File: src/sv/hls_pkg.sv
`timescale 1ns / 1ps
`default_nettype none
// ----------------------------------------------------------------------------
// hls_pkg: shared constants and width helpers for the HLS to RGB converter
// Hue geometry in sixteenths of a degree, field widths and the width rules
// that every pipeline stage derives from the level fraction width.
// ----------------------------------------------------------------------------
package hls_pkg;

    localparam int FIELD_W             = 13;
    localparam int CHAN_W              = 8;
    localparam int LEVEL_FRAC_BITS_DEF = 12;

    localparam int HUE_FULL       = 5760;
    localparam int HUE_THIRD      = 1920;
    localparam int HUE_SIXTH      = 960;
    localparam int HUE_HALF       = 2880;
    localparam int HUE_TWO_THIRDS = 3840;

    // Signed width for hue after the third-turn offsets.
    localparam int HUE_CALC_W = FIELD_W + 2;
    // Ramp position 0..HUE_SIXTH.
    localparam int RAMP_W = 10;

    // 255 / 960 reduces to 17 / 64.
    localparam int RAMP_GAIN_SHIFT = 4;
    localparam int RAMP_DIV_SHIFT  = 6;

    // Signed width of the min(l, 1 - l) term.
    function automatic int k_width(input int frac_bits);
        return (frac_bits + 2 > FIELD_W + 2) ? frac_bits + 2 : FIELD_W + 2;
    endfunction

    // Signed width of k * s.
    function automatic int p_width(input int frac_bits);
        return k_width(frac_bits) + FIELD_W + 1;
    endfunction

    // Signed width of k * s * ramp position.
    function automatic int q_width(input int frac_bits);
        return p_width(frac_bits) + RAMP_W + 1;
    endfunction

    // Unsigned width of 960 * l * 2^F.
    function automatic int l960_width(input int frac_bits);
        return FIELD_W + frac_bits + RAMP_W;
    endfunction

    // Signed width of the ramp level before scaling.
    function automatic int v_width(input int frac_bits);
        return q_width(frac_bits) + 2;
    endfunction

endpackage
`default_nettype wire

File: src/sv/hls_in_if.sv
`timescale 1ns / 1ps
`default_nettype none
// ----------------------------------------------------------------------------
// hls_in_if: input channel of the HLS to RGB converter
// Valid/ready channel carrying one hue, lightness and saturation triple.
// ----------------------------------------------------------------------------
interface hls_in_if;
    logic                         valid;
    logic                         ready;
    logic [hls_pkg::FIELD_W-1:0]  hue;
    logic [hls_pkg::FIELD_W-1:0]  lightness;
    logic [hls_pkg::FIELD_W-1:0]  saturation;

    modport source (output valid, output hue, output lightness, output saturation,
                    input ready);
    modport sink   (input valid, input hue, input lightness, input saturation,
                    output ready);
endinterface
`default_nettype wire

File: src/sv/hls_out_if.sv
`timescale 1ns / 1ps
`default_nettype none
// ----------------------------------------------------------------------------
// hls_out_if: output channel of the HLS to RGB converter
// Valid/ready channel carrying one red, green and blue byte triple.
// ----------------------------------------------------------------------------
interface hls_out_if;
    logic                        valid;
    logic                        ready;
    logic [hls_pkg::CHAN_W-1:0]  red;
    logic [hls_pkg::CHAN_W-1:0]  green;
    logic [hls_pkg::CHAN_W-1:0]  blue;

    modport source (output valid, output red, output green, output blue, input ready);
    modport sink   (input valid, input red, input green, input blue, output ready);
endinterface
`default_nettype wire

File: src/sv/hls_to_rgb.sv
`timescale 1ns / 1ps
`default_nettype none
// ----------------------------------------------------------------------------
// hls_to_rgb: hue, lightness and saturation to 8-bit RGB converter
// Five-stage pipeline turning one HLS triple into one RGB byte triple.
// ----------------------------------------------------------------------------
//
//  Channel  Dir  Transfer carries                          Format
//  i_pix    in   hue, lightness, saturation (13 bits each) 1/16 deg, Q(13-F).F, Q(13-F).F
//  o_rgb    out  red, green, blue (8 bits each)            unsigned byte
//
//  One transfer is taken every clock while o_rgb is not stalled; a result
//  passes through the five register stages front, k*s product, ramp
//  products, level sum and byte scaling.
//  Reset clears only the stage valid bits; payload registers are not reset.
//  Each stage advances when it is empty or the next stage advances, so a
//  stall on o_rgb holds every item in place and empty stages still fill.
//
//  With m2 = L + k*s and m1 = L - k*s (k = min(l, 1 - l), L = l * 2^F), the
//  ramp of a channel is 960*m1 + 2*k*s*t, where t runs 0..960 along the
//  rising edge, stays at 960 on the flat top and falls back on the other
//  side. Because 255/960 equals 17/64, the byte is that level times 17
//  shifted right by 2F+6, so the gray case needs no separate path: a zero
//  saturation makes every level 960*L and gives floor(255*l / 2^F).
//
module hls_to_rgb #(
    parameter int LEVEL_FRAC_BITS = hls_pkg::LEVEL_FRAC_BITS_DEF
) (
    input  wire logic i_clk,
    input  wire logic i_rst_n,
    hls_in_if.sink    i_pix,
    hls_out_if.source o_rgb
);

    localparam int KW = hls_pkg::k_width(LEVEL_FRAC_BITS);
    localparam int QW = hls_pkg::q_width(LEVEL_FRAC_BITS);
    localparam int LW = hls_pkg::l960_width(LEVEL_FRAC_BITS);
    localparam int RW = hls_pkg::RAMP_W;

    // Front stage to product stages.
    logic                        f_valid;
    logic                        f_ready;
    logic signed [KW-1:0]        f_k;
    logic [hls_pkg::FIELD_W-1:0] f_l;
    logic [hls_pkg::FIELD_W-1:0] f_s;
    logic [2:0][RW-1:0]          f_t;

    // Product stages to ramp stages.
    logic                        m_valid;
    logic                        m_ready;
    logic [2:0][QW-1:0]          m_q;
    logic [LW-1:0]               m_l960;

    hls_front #(
        .LEVEL_FRAC_BITS (LEVEL_FRAC_BITS)
    ) u_front (
        .i_clk        (i_clk),
        .i_rst_n      (i_rst_n),
        .i_pix        (i_pix),
        .o_valid      (f_valid),
        .i_ready      (f_ready),
        .o_k          (f_k),
        .o_lightness  (f_l),
        .o_saturation (f_s),
        .o_t          (f_t)
    );

    hls_mult #(
        .LEVEL_FRAC_BITS (LEVEL_FRAC_BITS)
    ) u_mult (
        .i_clk        (i_clk),
        .i_rst_n      (i_rst_n),
        .i_valid      (f_valid),
        .o_ready      (f_ready),
        .i_k          (f_k),
        .i_lightness  (f_l),
        .i_saturation (f_s),
        .i_t          (f_t),
        .o_valid      (m_valid),
        .i_ready      (m_ready),
        .o_q          (m_q),
        .o_l960       (m_l960)
    );

    hls_ramp #(
        .LEVEL_FRAC_BITS (LEVEL_FRAC_BITS)
    ) u_ramp (
        .i_clk   (i_clk),
        .i_rst_n (i_rst_n),
        .i_valid (m_valid),
        .o_ready (m_ready),
        .i_q     (m_q),
        .i_l960  (m_l960),
        .o_rgb   (o_rgb)
    );

endmodule
`default_nettype wire

File: src/sv/hls_front.sv
`timescale 1ns / 1ps
`default_nettype none
// ----------------------------------------------------------------------------
// hls_front: first pipeline stage
// Works out min(l, 1 - l) and the ramp position of each of the three hues.
// ----------------------------------------------------------------------------
module hls_front #(
    parameter int  LEVEL_FRAC_BITS = hls_pkg::LEVEL_FRAC_BITS_DEF,
    localparam int KW              = hls_pkg::k_width(LEVEL_FRAC_BITS)
) (
    input  wire logic                                      i_clk,
    input  wire logic                                      i_rst_n,
    hls_in_if.sink                                         i_pix,
    output logic                                           o_valid,
    input  wire logic                                      i_ready,
    output logic signed [KW-1:0]                           o_k,
    output logic [hls_pkg::FIELD_W-1:0]                    o_lightness,
    output logic [hls_pkg::FIELD_W-1:0]                    o_saturation,
    output logic [2:0][hls_pkg::RAMP_W-1:0]                o_t
);

    localparam int HW = hls_pkg::HUE_CALC_W;
    localparam int RW = hls_pkg::RAMP_W;

    localparam logic signed [KW-1:0] C_ONE  = KW'(1) << LEVEL_FRAC_BITS;
    localparam logic signed [KW-1:0] C_HALF = KW'(1) << (LEVEL_FRAC_BITS - 1);

    localparam logic signed [HW-1:0] C_FULL       = HW'(hls_pkg::HUE_FULL);
    localparam logic signed [HW-1:0] C_THIRD      = HW'(hls_pkg::HUE_THIRD);
    localparam logic signed [HW-1:0] C_SIXTH      = HW'(hls_pkg::HUE_SIXTH);
    localparam logic signed [HW-1:0] C_HALF_TURN  = HW'(hls_pkg::HUE_HALF);
    localparam logic signed [HW-1:0] C_TWO_THIRDS = HW'(hls_pkg::HUE_TWO_THIRDS);

    // Wrap once into 0..HUE_FULL-1 and fold onto the rising, flat and falling
    // parts of the ramp; the result is how far the level sits from m1.
    function automatic logic [RW-1:0] ramp_pos(input logic signed [HW-1:0] a);
        logic signed [HW-1:0] w;
        logic signed [HW-1:0] d;
        w = a;
        if (w >= C_FULL) begin
            w = w - C_FULL;
        end else if (w < 0) begin
            w = w + C_FULL;
        end
        d = C_TWO_THIRDS - w;
        if (w < C_SIXTH) begin
            ramp_pos = RW'(w);
        end else if (w < C_HALF_TURN) begin
            ramp_pos = RW'(C_SIXTH);
        end else if (w < C_TWO_THIRDS) begin
            ramp_pos = RW'(d);
        end else begin
            ramp_pos = '0;
        end
    endfunction

    logic                        en;
    logic                        r_valid;
    logic signed [KW-1:0]        l_ext;
    logic signed [HW-1:0]        h_s;
    logic signed [KW-1:0]        n_k;
    logic [2:0][RW-1:0]          n_t;
    logic signed [KW-1:0]        r_k;
    logic [hls_pkg::FIELD_W-1:0] r_l;
    logic [hls_pkg::FIELD_W-1:0] r_s;
    logic [2:0][RW-1:0]          r_t;

    assign en          = !r_valid || i_ready;
    assign i_pix.ready = en;

    assign l_ext = $signed(KW'(i_pix.lightness));
    assign n_k   = (l_ext <= C_HALF) ? l_ext : (C_ONE - l_ext);

    assign h_s    = $signed(HW'(i_pix.hue));
    assign n_t[0] = ramp_pos(h_s + C_THIRD);
    assign n_t[1] = ramp_pos(h_s);
    assign n_t[2] = ramp_pos(h_s - C_THIRD);

    always_ff @(posedge i_clk) begin
        if (!i_rst_n) begin
            r_valid <= 1'b0;
        end else if (en) begin
            r_valid <= i_pix.valid;
        end
    end

    always_ff @(posedge i_clk) begin
        if (en && i_pix.valid) begin
            r_k <= n_k;
            r_l <= i_pix.lightness;
            r_s <= i_pix.saturation;
            r_t <= n_t;
        end
    end

    assign o_valid      = r_valid;
    assign o_k          = r_k;
    assign o_lightness  = r_l;
    assign o_saturation = r_s;
    assign o_t          = r_t;

    a_k_bound: assert property (@(posedge i_clk) disable iff (!i_rst_n)
        r_valid |-> (r_k <= C_HALF))
        else $error("min term above one half");

    a_t_bound: assert property (@(posedge i_clk) disable iff (!i_rst_n)
        r_valid |-> (r_t[0] <= RW'(hls_pkg::HUE_SIXTH) && r_t[1] <= RW'(hls_pkg::HUE_SIXTH)
                     && r_t[2] <= RW'(hls_pkg::HUE_SIXTH)))
        else $error("ramp position beyond one sixth turn");

endmodule
`default_nettype wire

File: src/sv/hls_mult.sv
`timescale 1ns / 1ps
`default_nettype none
// ----------------------------------------------------------------------------
// hls_mult: second and third pipeline stages
// Forms k * s, then the three ramp products and the scaled lightness term.
// ----------------------------------------------------------------------------
module hls_mult #(
    parameter int  LEVEL_FRAC_BITS = hls_pkg::LEVEL_FRAC_BITS_DEF,
    localparam int KW              = hls_pkg::k_width(LEVEL_FRAC_BITS),
    localparam int QW              = hls_pkg::q_width(LEVEL_FRAC_BITS),
    localparam int LW              = hls_pkg::l960_width(LEVEL_FRAC_BITS)
) (
    input  wire logic                                   i_clk,
    input  wire logic                                   i_rst_n,
    input  wire logic                                   i_valid,
    output logic                                        o_ready,
    input  wire logic signed [KW-1:0]                   i_k,
    input  wire logic [hls_pkg::FIELD_W-1:0]            i_lightness,
    input  wire logic [hls_pkg::FIELD_W-1:0]            i_saturation,
    input  wire logic [2:0][hls_pkg::RAMP_W-1:0]        i_t,
    output logic                                        o_valid,
    input  wire logic                                   i_ready,
    output logic [2:0][QW-1:0]                          o_q,
    output logic [LW-1:0]                               o_l960
);

    localparam int PW = hls_pkg::p_width(LEVEL_FRAC_BITS);
    localparam int RW = hls_pkg::RAMP_W;
    localparam int TW = RW + 1;

    // Half of the ramp span; centring t on it folds the -960*k*s part of
    // 960*m1 into the product, so the lightness term alone is the base.
    localparam logic signed [TW-1:0] C_MID = TW'(hls_pkg::HUE_SIXTH / 2);

    logic                        en_a;
    logic                        en_b;
    logic                        r_valid_a;
    logic                        r_valid_b;
    logic signed [PW-1:0]        n_p;
    logic signed [PW-1:0]        r_p;
    logic [hls_pkg::FIELD_W-1:0] r_l;
    logic [2:0][RW-1:0]          r_t;
    logic [2:0][QW-1:0]          n_q;
    logic [LW-1:0]               l_wide;
    logic [LW-1:0]               n_l960;
    logic [2:0][QW-1:0]          r_q;
    logic [LW-1:0]               r_l960;

    assign en_b    = !r_valid_b || i_ready;
    assign en_a    = !r_valid_a || en_b;
    assign o_ready = en_a;

    assign n_p = PW'(i_k) * PW'($signed({1'b0, i_saturation}));

    for (genvar i = 0; i < 3; i++) begin : g_lane
        logic signed [TW-1:0] t_c;
        assign t_c    = $signed({1'b0, r_t[i]}) - C_MID;
        assign n_q[i] = QW'(r_p) * QW'(t_c);
    end

    // 960 = 1024 - 64, with the lightness already scaled by 2^F.
    assign l_wide = LW'(r_l);
    assign n_l960 = (l_wide << (LEVEL_FRAC_BITS + 10)) - (l_wide << (LEVEL_FRAC_BITS + 6));

    always_ff @(posedge i_clk) begin
        if (!i_rst_n) begin
            r_valid_a <= 1'b0;
            r_valid_b <= 1'b0;
        end else begin
            if (en_a) begin
                r_valid_a <= i_valid;
            end
            if (en_b) begin
                r_valid_b <= r_valid_a;
            end
        end
    end

    always_ff @(posedge i_clk) begin
        if (en_a && i_valid) begin
            r_p <= n_p;
            r_l <= i_lightness;
            r_t <= i_t;
        end
        if (en_b && r_valid_a) begin
            r_q    <= n_q;
            r_l960 <= n_l960;
        end
    end

    assign o_valid = r_valid_b;
    assign o_q     = r_q;
    assign o_l960  = r_l960;

endmodule
`default_nettype wire

File: src/sv/hls_ramp.sv
`timescale 1ns / 1ps
`default_nettype none
// ----------------------------------------------------------------------------
// hls_ramp: fourth and fifth pipeline stages
// Sums the ramp level of each channel, scales it to a byte and clamps it.
// ----------------------------------------------------------------------------
module hls_ramp #(
    parameter int  LEVEL_FRAC_BITS = hls_pkg::LEVEL_FRAC_BITS_DEF,
    localparam int QW              = hls_pkg::q_width(LEVEL_FRAC_BITS),
    localparam int LW              = hls_pkg::l960_width(LEVEL_FRAC_BITS)
) (
    input  wire logic                  i_clk,
    input  wire logic                  i_rst_n,
    input  wire logic                  i_valid,
    output logic                       o_ready,
    input  wire logic [2:0][QW-1:0]    i_q,
    input  wire logic [LW-1:0]         i_l960,
    hls_out_if.source                  o_rgb
);

    localparam int VW = hls_pkg::v_width(LEVEL_FRAC_BITS);
    localparam int GW = VW + hls_pkg::RAMP_GAIN_SHIFT + 1;
    localparam int SH = 2 * LEVEL_FRAC_BITS + hls_pkg::RAMP_DIV_SHIFT;
    localparam int CW = hls_pkg::CHAN_W;

    // Level * 17 / 2^(2F+6), floored; zero or below gives 0, overflow 255.
    function automatic logic [CW-1:0] chan_byte(input logic signed [VW-1:0] v);
        logic signed [GW-1:0] g;
        logic signed [GW-1:0] q;
        g = (GW'(v) <<< hls_pkg::RAMP_GAIN_SHIFT) + GW'(v);
        q = g >>> SH;
        if (v <= 0) begin
            chan_byte = '0;
        end else if (|q[GW-1:CW]) begin
            chan_byte = '1;
        end else begin
            chan_byte = q[CW-1:0];
        end
    endfunction

    logic                         en_c;
    logic                         en_d;
    logic                         r_valid_c;
    logic                         r_valid_d;
    logic signed [VW-1:0]         base;
    logic [2:0][VW-1:0]           n_v;
    logic signed [2:0][VW-1:0]    r_v;
    logic [CW-1:0]                r_red;
    logic [CW-1:0]                r_grn;
    logic [CW-1:0]                r_blu;

    assign en_d    = !r_valid_d || o_rgb.ready;
    assign en_c    = !r_valid_c || en_d;
    assign o_ready = en_c;

    assign base = $signed(VW'(i_l960));

    for (genvar i = 0; i < 3; i++) begin : g_lane
        assign n_v[i] = base + (VW'($signed(i_q[i])) <<< 1);
    end

    always_ff @(posedge i_clk) begin
        if (!i_rst_n) begin
            r_valid_c <= 1'b0;
            r_valid_d <= 1'b0;
        end else begin
            if (en_c) begin
                r_valid_c <= i_valid;
            end
            if (en_d) begin
                r_valid_d <= r_valid_c;
            end
        end
    end

    always_ff @(posedge i_clk) begin
        if (en_c && i_valid) begin
            r_v <= n_v;
        end
        if (en_d && r_valid_c) begin
            r_red <= chan_byte(r_v[0]);
            r_grn <= chan_byte(r_v[1]);
            r_blu <= chan_byte(r_v[2]);
        end
    end

    assign o_rgb.valid = r_valid_d;
    assign o_rgb.red   = r_red;
    assign o_rgb.green = r_grn;
    assign o_rgb.blue  = r_blu;

    a_low_zero: assert property (@(posedge i_clk) disable iff (!i_rst_n)
        (r_valid_c && en_d && $signed(r_v[0]) <= 0) |=> (r_red == '0))
        else $error("non-positive red level gave a non-zero byte");

    a_gray: assert property (@(posedge i_clk) disable iff (!i_rst_n)
        (r_valid_c && en_d && r_v[0] == r_v[1] && r_v[1] == r_v[2])
        |=> (r_red == r_grn && r_grn == r_blu))
        else $error("equal levels gave unequal bytes");

    a_hold: assert property (@(posedge i_clk) disable iff (!i_rst_n)
        (r_valid_d && r_valid_c && !o_rgb.ready) |=> r_valid_c)
        else $error("level stage moved while the output stalled");

endmodule
`default_nettype wire

File: src/flat_wrapper.sv
// flat-port wrapper written by rule: the top's interface ports become plain ports
module hls_to_rgb_flat 
#(
    parameter int LEVEL_FRAC_BITS = hls_pkg::LEVEL_FRAC_BITS_DEF
)
  (i_clk, i_rst_n, i_pix_valid, i_pix_hue, i_pix_lightness, i_pix_saturation, i_pix_ready, o_rgb_valid, o_rgb_red, o_rgb_green, o_rgb_blue, o_rgb_ready);
  hls_in_if i_pix_i ();
  hls_out_if o_rgb_i ();
  input  wire logic i_clk;
  input  wire logic i_rst_n;
  input wire logic [$bits(i_pix_i.valid)-1:0] i_pix_valid;
  input wire logic [$bits(i_pix_i.hue)-1:0] i_pix_hue;
  input wire logic [$bits(i_pix_i.lightness)-1:0] i_pix_lightness;
  input wire logic [$bits(i_pix_i.saturation)-1:0] i_pix_saturation;
  output wire logic [$bits(i_pix_i.ready)-1:0] i_pix_ready;
  output wire logic [$bits(o_rgb_i.valid)-1:0] o_rgb_valid;
  output wire logic [$bits(o_rgb_i.red)-1:0] o_rgb_red;
  output wire logic [$bits(o_rgb_i.green)-1:0] o_rgb_green;
  output wire logic [$bits(o_rgb_i.blue)-1:0] o_rgb_blue;
  input wire logic [$bits(o_rgb_i.ready)-1:0] o_rgb_ready;
  assign i_pix_i.valid = i_pix_valid;
  assign i_pix_i.hue = i_pix_hue;
  assign i_pix_i.lightness = i_pix_lightness;
  assign i_pix_i.saturation = i_pix_saturation;
  assign i_pix_ready = i_pix_i.ready;
  assign o_rgb_valid = o_rgb_i.valid;
  assign o_rgb_red = o_rgb_i.red;
  assign o_rgb_green = o_rgb_i.green;
  assign o_rgb_blue = o_rgb_i.blue;
  assign o_rgb_i.ready = o_rgb_ready;
  hls_to_rgb #(.LEVEL_FRAC_BITS(LEVEL_FRAC_BITS)) u_core (.i_clk(i_clk), .i_rst_n(i_rst_n), .i_pix(i_pix_i), .o_rgb(o_rgb_i));
endmodule
File: config.mk
export PLATFORM = sky130hd
export DESIGN_NAME = hls_to_rgb_flat
export DESIGN_NICKNAME = d
export VERILOG_FILES = /design/src/sv/hls_pkg.sv /design/src/sv/hls_in_if.sv /design/src/sv/hls_out_if.sv /design/src/sv/hls_to_rgb.sv /design/src/sv/hls_front.sv /design/src/sv/hls_mult.sv /design/src/sv/hls_ramp.sv /design/src/flat_wrapper.sv
export SDC_FILE = /design/constraint.sdc
export NUM_CORES = 2
export LEC_CHECK = 0
export ABC_CLOCK_PERIOD_IN_PS = 14700
export BUFFER_PORTS_ARGS = -buffer_cell sky130_fd_sc_hd__clkbuf_2
export CORE_ASPECT_RATIO = 1.2
export CORE_MARGIN = 1.5
export CORE_UTILIZATION = 45
export DETAILED_ROUTE_END_ITERATION = 10
export GPL_ROUTABILITY_DRIVEN = 1
export PLACE_DENSITY = 0.68
export RECOVER_POWER = 100
export SYNTH_ARGS = -nofsm -noshare
export SYNTH_HDL_FRONTEND = slang
export SYNTH_HIERARCHICAL = 1
export SYNTH_SLANG_ARGS = --single-unit
File: constraint.sdc
create_clock -name i_clk -period 14.7 [get_ports i_clk]
set_input_delay 0 -clock i_clk [delete_from_list [all_inputs] [get_ports i_clk]]
set_output_delay 0 -clock i_clk [all_outputs]
set_load 0.03 [all_outputs]
# Word level (Yosys, flattened, before mapping)

Index checks and enable logic that the tools add are counted.

Register bits: 452
Bits of input ports: 43
Word-level logic and storage cells: 109

Add/sub/neg operators: 22
Multipliers: 4
$lt $le $gt $ge: 19
Multiplexer cells: 19
Reduce and logical (&&, ||, !) cells: 18

Operators by type and width:

| cell                                                                                   | number |
|---|---|
| 46-bit by 42-bit adder with 47-bit output                                              | 3 |
| 36-bit by 41-bit adder with 42-bit output                                              | 3 |
| 42-bit by 1-bit less-or-equal comparator with 1-bit output (second input constant)     | 3 |
| 29-bit by 11-bit multiplier with 40-bit output                                         | 3 |
| 15-bit by 13-bit less-than comparator with 1-bit output (second input constant)        | 6 |
| 10-bit 2-to-1 mux                                                                      | 9 |
| 15-bit 2-to-1 mux                                                                      | 5 |
| 15-bit by 11-bit less-than comparator with 1-bit output (second input constant)        | 3 |
| 35-bit by 31-bit subtractor with 35-bit output                                         | 1 |
| 10-bit by 9-bit subtractor with 11-bit output (second input constant)                  | 3 |
| 9-bit by 10-bit subtractor with 10-bit output (first input constant)                   | 3 |
| 14-bit by 1-bit less-than comparator with 1-bit output (second input constant)         | 2 |
| 14-bit by 14-bit multiplier with 28-bit output                                         | 1 |
| 9-bit OR reduction                                                                     | 3 |
| 8-bit 2-to-1 mux                                                                       | 3 |
| 14-bit by 13-bit adder with 15-bit output (second input constant)                      | 1 |
| 14-bit by 14-bit adder with 15-bit output (second input constant)                      | 1 |
| 14-bit by 13-bit subtractor with 15-bit output (second input constant)                 | 1 |
| 14-bit by 14-bit subtractor with 15-bit output (second input constant)                 | 1 |
| 13-bit by 11-bit adder with 14-bit output (second input constant)                      | 1 |
| 13-bit by 13-bit adder with 14-bit output (second input constant)                      | 1 |
| 14-bit by 13-bit greater-or-equal comparator with 1-bit output (second input constant) | 1 |
| 14-bit greater-or-equal comparator (second input constant)                             | 1 |
| 14-bit 2-to-1 mux                                                                      | 1 |
| 10 further kinds                                                                       | 22 |

# Depth between registers and ports, before layout

Depth after elaboration: 8
Mapped depth: 26
Depth with buffers taken out: 24

# Modules after synthesis

Netlist, hierarchy kept.

By module, submodules not included:

| module    | instances | cells an instance | area an instance (um^2) | sequential area each (um^2) |
|---|---|---|---|---|
| hls_mult  | 1         | 4,915             | 47,619.4                | 6,316.1 |
| hls_ramp  | 1         | 1,707             | 15,416.0                | 4,484.3 |
| hls_front | 1         | 453               | 4,440.5                 | 2,092.0 |

# Worst setup path after synthesis

Ideal clock, no wire load.

Kind: reg2reg
From: register u_core.u_ramp.r_valid_d, in the netlist u_core/u_ramp/o_rgb.valid
To: register u_core.u_mult.r_l960[18], in the netlist u_core/u_mult/o_l960[18], enable pin
Setup time: 652 ps
Arrival: 6,806 ps
Required time: 14,048 ps
Setup slack: 7,242 ps
Cell stages (with the launch flop): 5
Period minus slack after synthesis: 7,458 ps
Path through: dfxtp_1 -> nor2b_1 -> nand2_1 -> nor2b_1 -> nor2b_1

Longest elaborated chain between the ends: 5

RTL lines:

| item                   | RTL line         | source |
|---|---|---|
| start, declared        | hls_ramp.sv:44   | `logic r_valid_d;` |
| start signal, assigned | hls_ramp.sv:71   | `r_valid_d <= r_valid_c;` |
| 1-bit logical NOT      | hls_ramp.sv:52   | `assign en_d = !r_valid_d \|\| o_rgb.ready;` |
| 1-bit logical OR       | hls_ramp.sv:52   |  |
| 1-bit logical OR       | hls_ramp.sv:53   | `assign en_c = !r_valid_c \|\| en_d;` |
| via u_core.m_ready     | hls_to_rgb.sv:50 | `logic m_ready;` |
| 1-bit logical OR       | hls_mult.sv:49   | `assign en_b = !r_valid_b \|\| i_ready;` |
| 1-bit logical AND      | hls_mult.sv:85   | `if (en_b && r_valid_a) begin` |
| end signal, assigned   | hls_mult.sv:87   | `r_l960 <= n_l960;` |
| end, declared          | hls_mult.sv:47   | `logic [LW-1:0] r_l960;` |

The timed path passes the listed nets, and every way through them passes these cells.
A chain may end at the register's enable or synchronous reset.

==> flow_summary.json <==
{
  "viasPerCell": 5.42,
  "port_buffers": 68,
  "worstSetupPathType": "flip-flop to flip-flop",
  "cts_sinks": 431,
  "hold_violations": 0,
  "fp.coreArea_um2": 149000,
  "min_period_over_period_pct": 63.9,
  "min_period_ps": 9400,
  "worst_pin_slew_ps": 3870,
  "gp_congestion": 0.918,
  "row_count": 155,
  "cts_hold_buffers": 46,
  "synth_area_leaders": "fa_1, edfxtp_1, ha_1",
  "outcome": "finished with violations",
  "endpoint_kind": "flip-flop",
  "ys_seq_area_share_pct": 19.1,
  "diodes": 0,
  "clkTransAtPathRegs_ps": 60,
  "grt-ovfl-total": 0,
  "max_stage_delay_ps": 1330,
  "ys_types": 108,
  "finalSetupViolations": 0,
  "hold_depth": 2,
  "antenna_found_initial": 1,
  "track_usage_pct": 22.4,
  "drc": 4,
  "htreeDepth": 2,
  "rr_startpoint": "u_core/u_mult/r_t[5]$_DFFE_PP_",
  "grt_max_degree": 76,
  "min_path_type": "primary input to flip-flop",
  "die_area_um2": 152000,
  "wire_per_inst_um": 18.6,
  "cts_tree": "yes",
  "yosysTopAreaCell": "fa_1",
  "slowest_stage": "clkbuf_1",
  "maxCapViolCount": 12,
  "crit_path_max_fanout": 32,
  "totalWireLength_mm": 168,
  "postPlaceCellArea_um2": 69700,
  "critPathMostFrequentCell": "fa_1",
  "min_to": "u_core/u_front/o_saturation[1]$_DFFE_PP_",
  "synth_commonest_cells": "inv_1, fa_1, nand2_1, ha_1, and2_1",
  "crit_buf_inv": 6,
  "postSynthAreaPerCell_um2": 9.54,
  "critical_path.top_delay_family": "adder cells",
  "utilization_pct": 48.3,
  "setup_tns_ps": 0,
  "final_cell_area_um2": 71800,
  "ys_async_sr_fraction_pct": 0,
  "rsz0062_at_grt": "false",
  "grt_pass1_vias": 51600,
  "cts_resized": 0,
  "critPathLaunchType": "flip-flop",
  "skew_ps": 56.0,
  "maxSlewHeadroom_pct": -158,
  "grt_pass1_wl_mm": 271,
  "drive_gt1_share_pct": 3.32,
  "initial_core_util_pct": 45.4,
  "synth_seq_cells": 431,
  "dr.pass1.iters": 9,
  "cts_setup_buffers": 0,
  "ys_warn_count": 6,
  "whs_ps": 63.7,
  "synth_most_common_cell": "inv_1",
  "drtIter0Drc": 3011,
  "fmax_mhz": 106,
  "cts_root_buffer": "clkbuf_16",
  "synth_top_area_share_pct": 30.6,
  "violations": "DRC, capacitance limit, slew limit",
  "slew_violations": 522,
  "worstRegToRegCells": 26,
  "place_hpwl_mm": 131,
  "r2r_setup_slack_ps": 5300,
  "ys.flop_type": "edfxtp_1",
  "cp_data_required_time_ps": 15120,
  "synth_edf_count": 426,
  "nets": 8684,
  "clk_latency_ps": 700,
  "numCtsBuffers": 54,
  "synthCells": 7075,
  "via_count": 49100,
  "die_x_um": 356,
  "drtAntennaViolNets": 0,
  "io_pins": 69,
  "area_growth_pct": 6.41,
  "die_y_um": 427,
  "hold_start": "i_pix_saturation[1]",
  "syn_area_um2": 67500,
  "arrival_ps": 9810,
  "clockBufferDepth": 3,
  "reg2reg_to": "u_core/u_mult/o_q[39]$_DFFE_PP_"
}
==> stage by stage <==
stage               setup slack [ps]  std cells
floorplan                       7240       7092
global route                    4690       9050
CTS                             7020       9050
global placement                7160       8903
detailed placement              7090       8903
finish                          5300       9050
==> layout by cell type (no fill, tap or decap), types with 79 or more instances in the layout <==
| master | Yosys | routed |
|---|---|---|
| inv_1 | 1217 | 1217 |
| fa_1 | 1031 | 1031 |
| nand2_1 | 604 | 604 |
| ha_1 | 567 | 567 |
| and2_1 | 520 | 503 |
| edfxtp_1 | 426 | 426 |
| a21oi_1 | 345 | 347 |
| nor2_1 | 320 | 320 |
| xnor2_1 | 240 | 240 |
| o21ai_0 | 167 | 187 |
| nor2b_1 | 182 | 180 |
| a21o_1 | 165 | 165 |
| xor2_1 | 100 | 96 |
| nand3_1 | 91 | 91 |
| nand2b_1 | 79 | 79 |
==> worst reg2reg max path, stage by stage, from the launching register on <==
cell and delay, ps:
edfxtp_1 330, clkbuf_1 1330, ha_1 430, nand3_1 110, xor2_1 140, clkbuf_1 1100
and2_0 290, fa_1 430, inv_1 80, fa_1 420, fa_1 490, inv_1 50
fa_1 470, inv_1 50, fa_1 490, inv_1 50, ha_1 360, and4_1 240
nor3b_1 210, nand3_1 160, a2111oi_0 730, nor2_1 150, a211oi_1 470, nor4_1 120
o21bai_1 160, a21oi_1 90, xnor2_1 140
==> cell families after synthesis <==
| logic type | synth area share (%) |
|---|---|
| xor gates and xnor gates | 4.44 |
| other | 0.00556 |
| DFF | 19.1 |
| buffers and inverters | 8.53 |
| and+or+nand+nor | 15.9 |
| muxes | 0.169 |
| adders and majority gates | 41.1 |
| AOI/OAI and AO/OA | 10.7 |
==> worst max-delay path by stage <==
stage / startpoint / to / cells after the start / slack (ps)
after floorplan: u_core/u_ramp/o_rgb.valid$_SDFFE_PN0P_ / u_core/u_mult/o_l960[18]$_DFFE_PP_ / 4 / 7240
after global placement: u_core/u_mult/r_t[25]$_DFFE_PP_ / u_core/u_mult/o_q[119]$_DFFE_PP_ / 23 / 7160
after detailed placement: u_core/u_mult/r_t[25]$_DFFE_PP_ / u_core/u_mult/o_q[119]$_DFFE_PP_ / 23 / 7090
after CTS: u_core/u_mult/r_t[25]$_DFFE_PP_ / u_core/u_mult/o_q[119]$_DFFE_PP_ / 23 / 7020
after global routing: u_core/u_mult/r_t[5]$_DFFE_PP_ / u_core/u_mult/o_q[39]$_DFFE_PP_ / 26 / 4690
final: u_core/u_mult/r_t[5]$_DFFE_PP_ / u_core/u_mult/o_q[39]$_DFFE_PP_ / 26 / 5300
==> state kept, by name (all words and copies together), names as in the netlist <==
register and count:
u_core/u_front/o_k 14, u_core/u_front/o_lightness 12, u_core/u_front/o_saturation 13, u_core/u_front/o_t 30
u_core/u_front/o_valid 1, u_core/u_mult/o_l960 17, u_core/u_mult/o_q 120, u_core/u_mult/o_valid 1
u_core/u_mult/r_l 13, u_core/u_mult/r_p 29, u_core/u_mult/r_t 30, u_core/u_mult/r_valid_a 1
u_core/u_ramp/o_rgb.blue 8, u_core/u_ramp/o_rgb.green 8, u_core/u_ramp/o_rgb.red 8, u_core/u_ramp/o_rgb.valid 1
u_core/u_ramp/r_v 124, u_core/u_ramp/r_valid_c 1
==> metal layers <==
| metal | vias up | GRT usage, % | wire length [um] |
|---|---|---|---|
| met2 | 1338 | 39.3 | 82900 |
| met1 | 24600 | 27.6 | 68800 |
| met5 | - | 0 | 0 |
| met4 | 0 | 9.33 | 7920 |
| li1 | 22800 | - | - |
| met3 | 358 | 2.86 | 8500 |
==> layout make-up <==
cell class	count	area, um2
well taps	1962	2450
clock buffers	56	1360
clock inverters	45	510
flip-flops and latches	431	12900
repair buffers	179	1200
fillers	13800	76900
inverters	1218	4570
multi-input cells	5159	48800
Power is left out: the tool's default activity adds up to more than one toggle a clock period on the data nets, which glitch-free logic cannot reach.
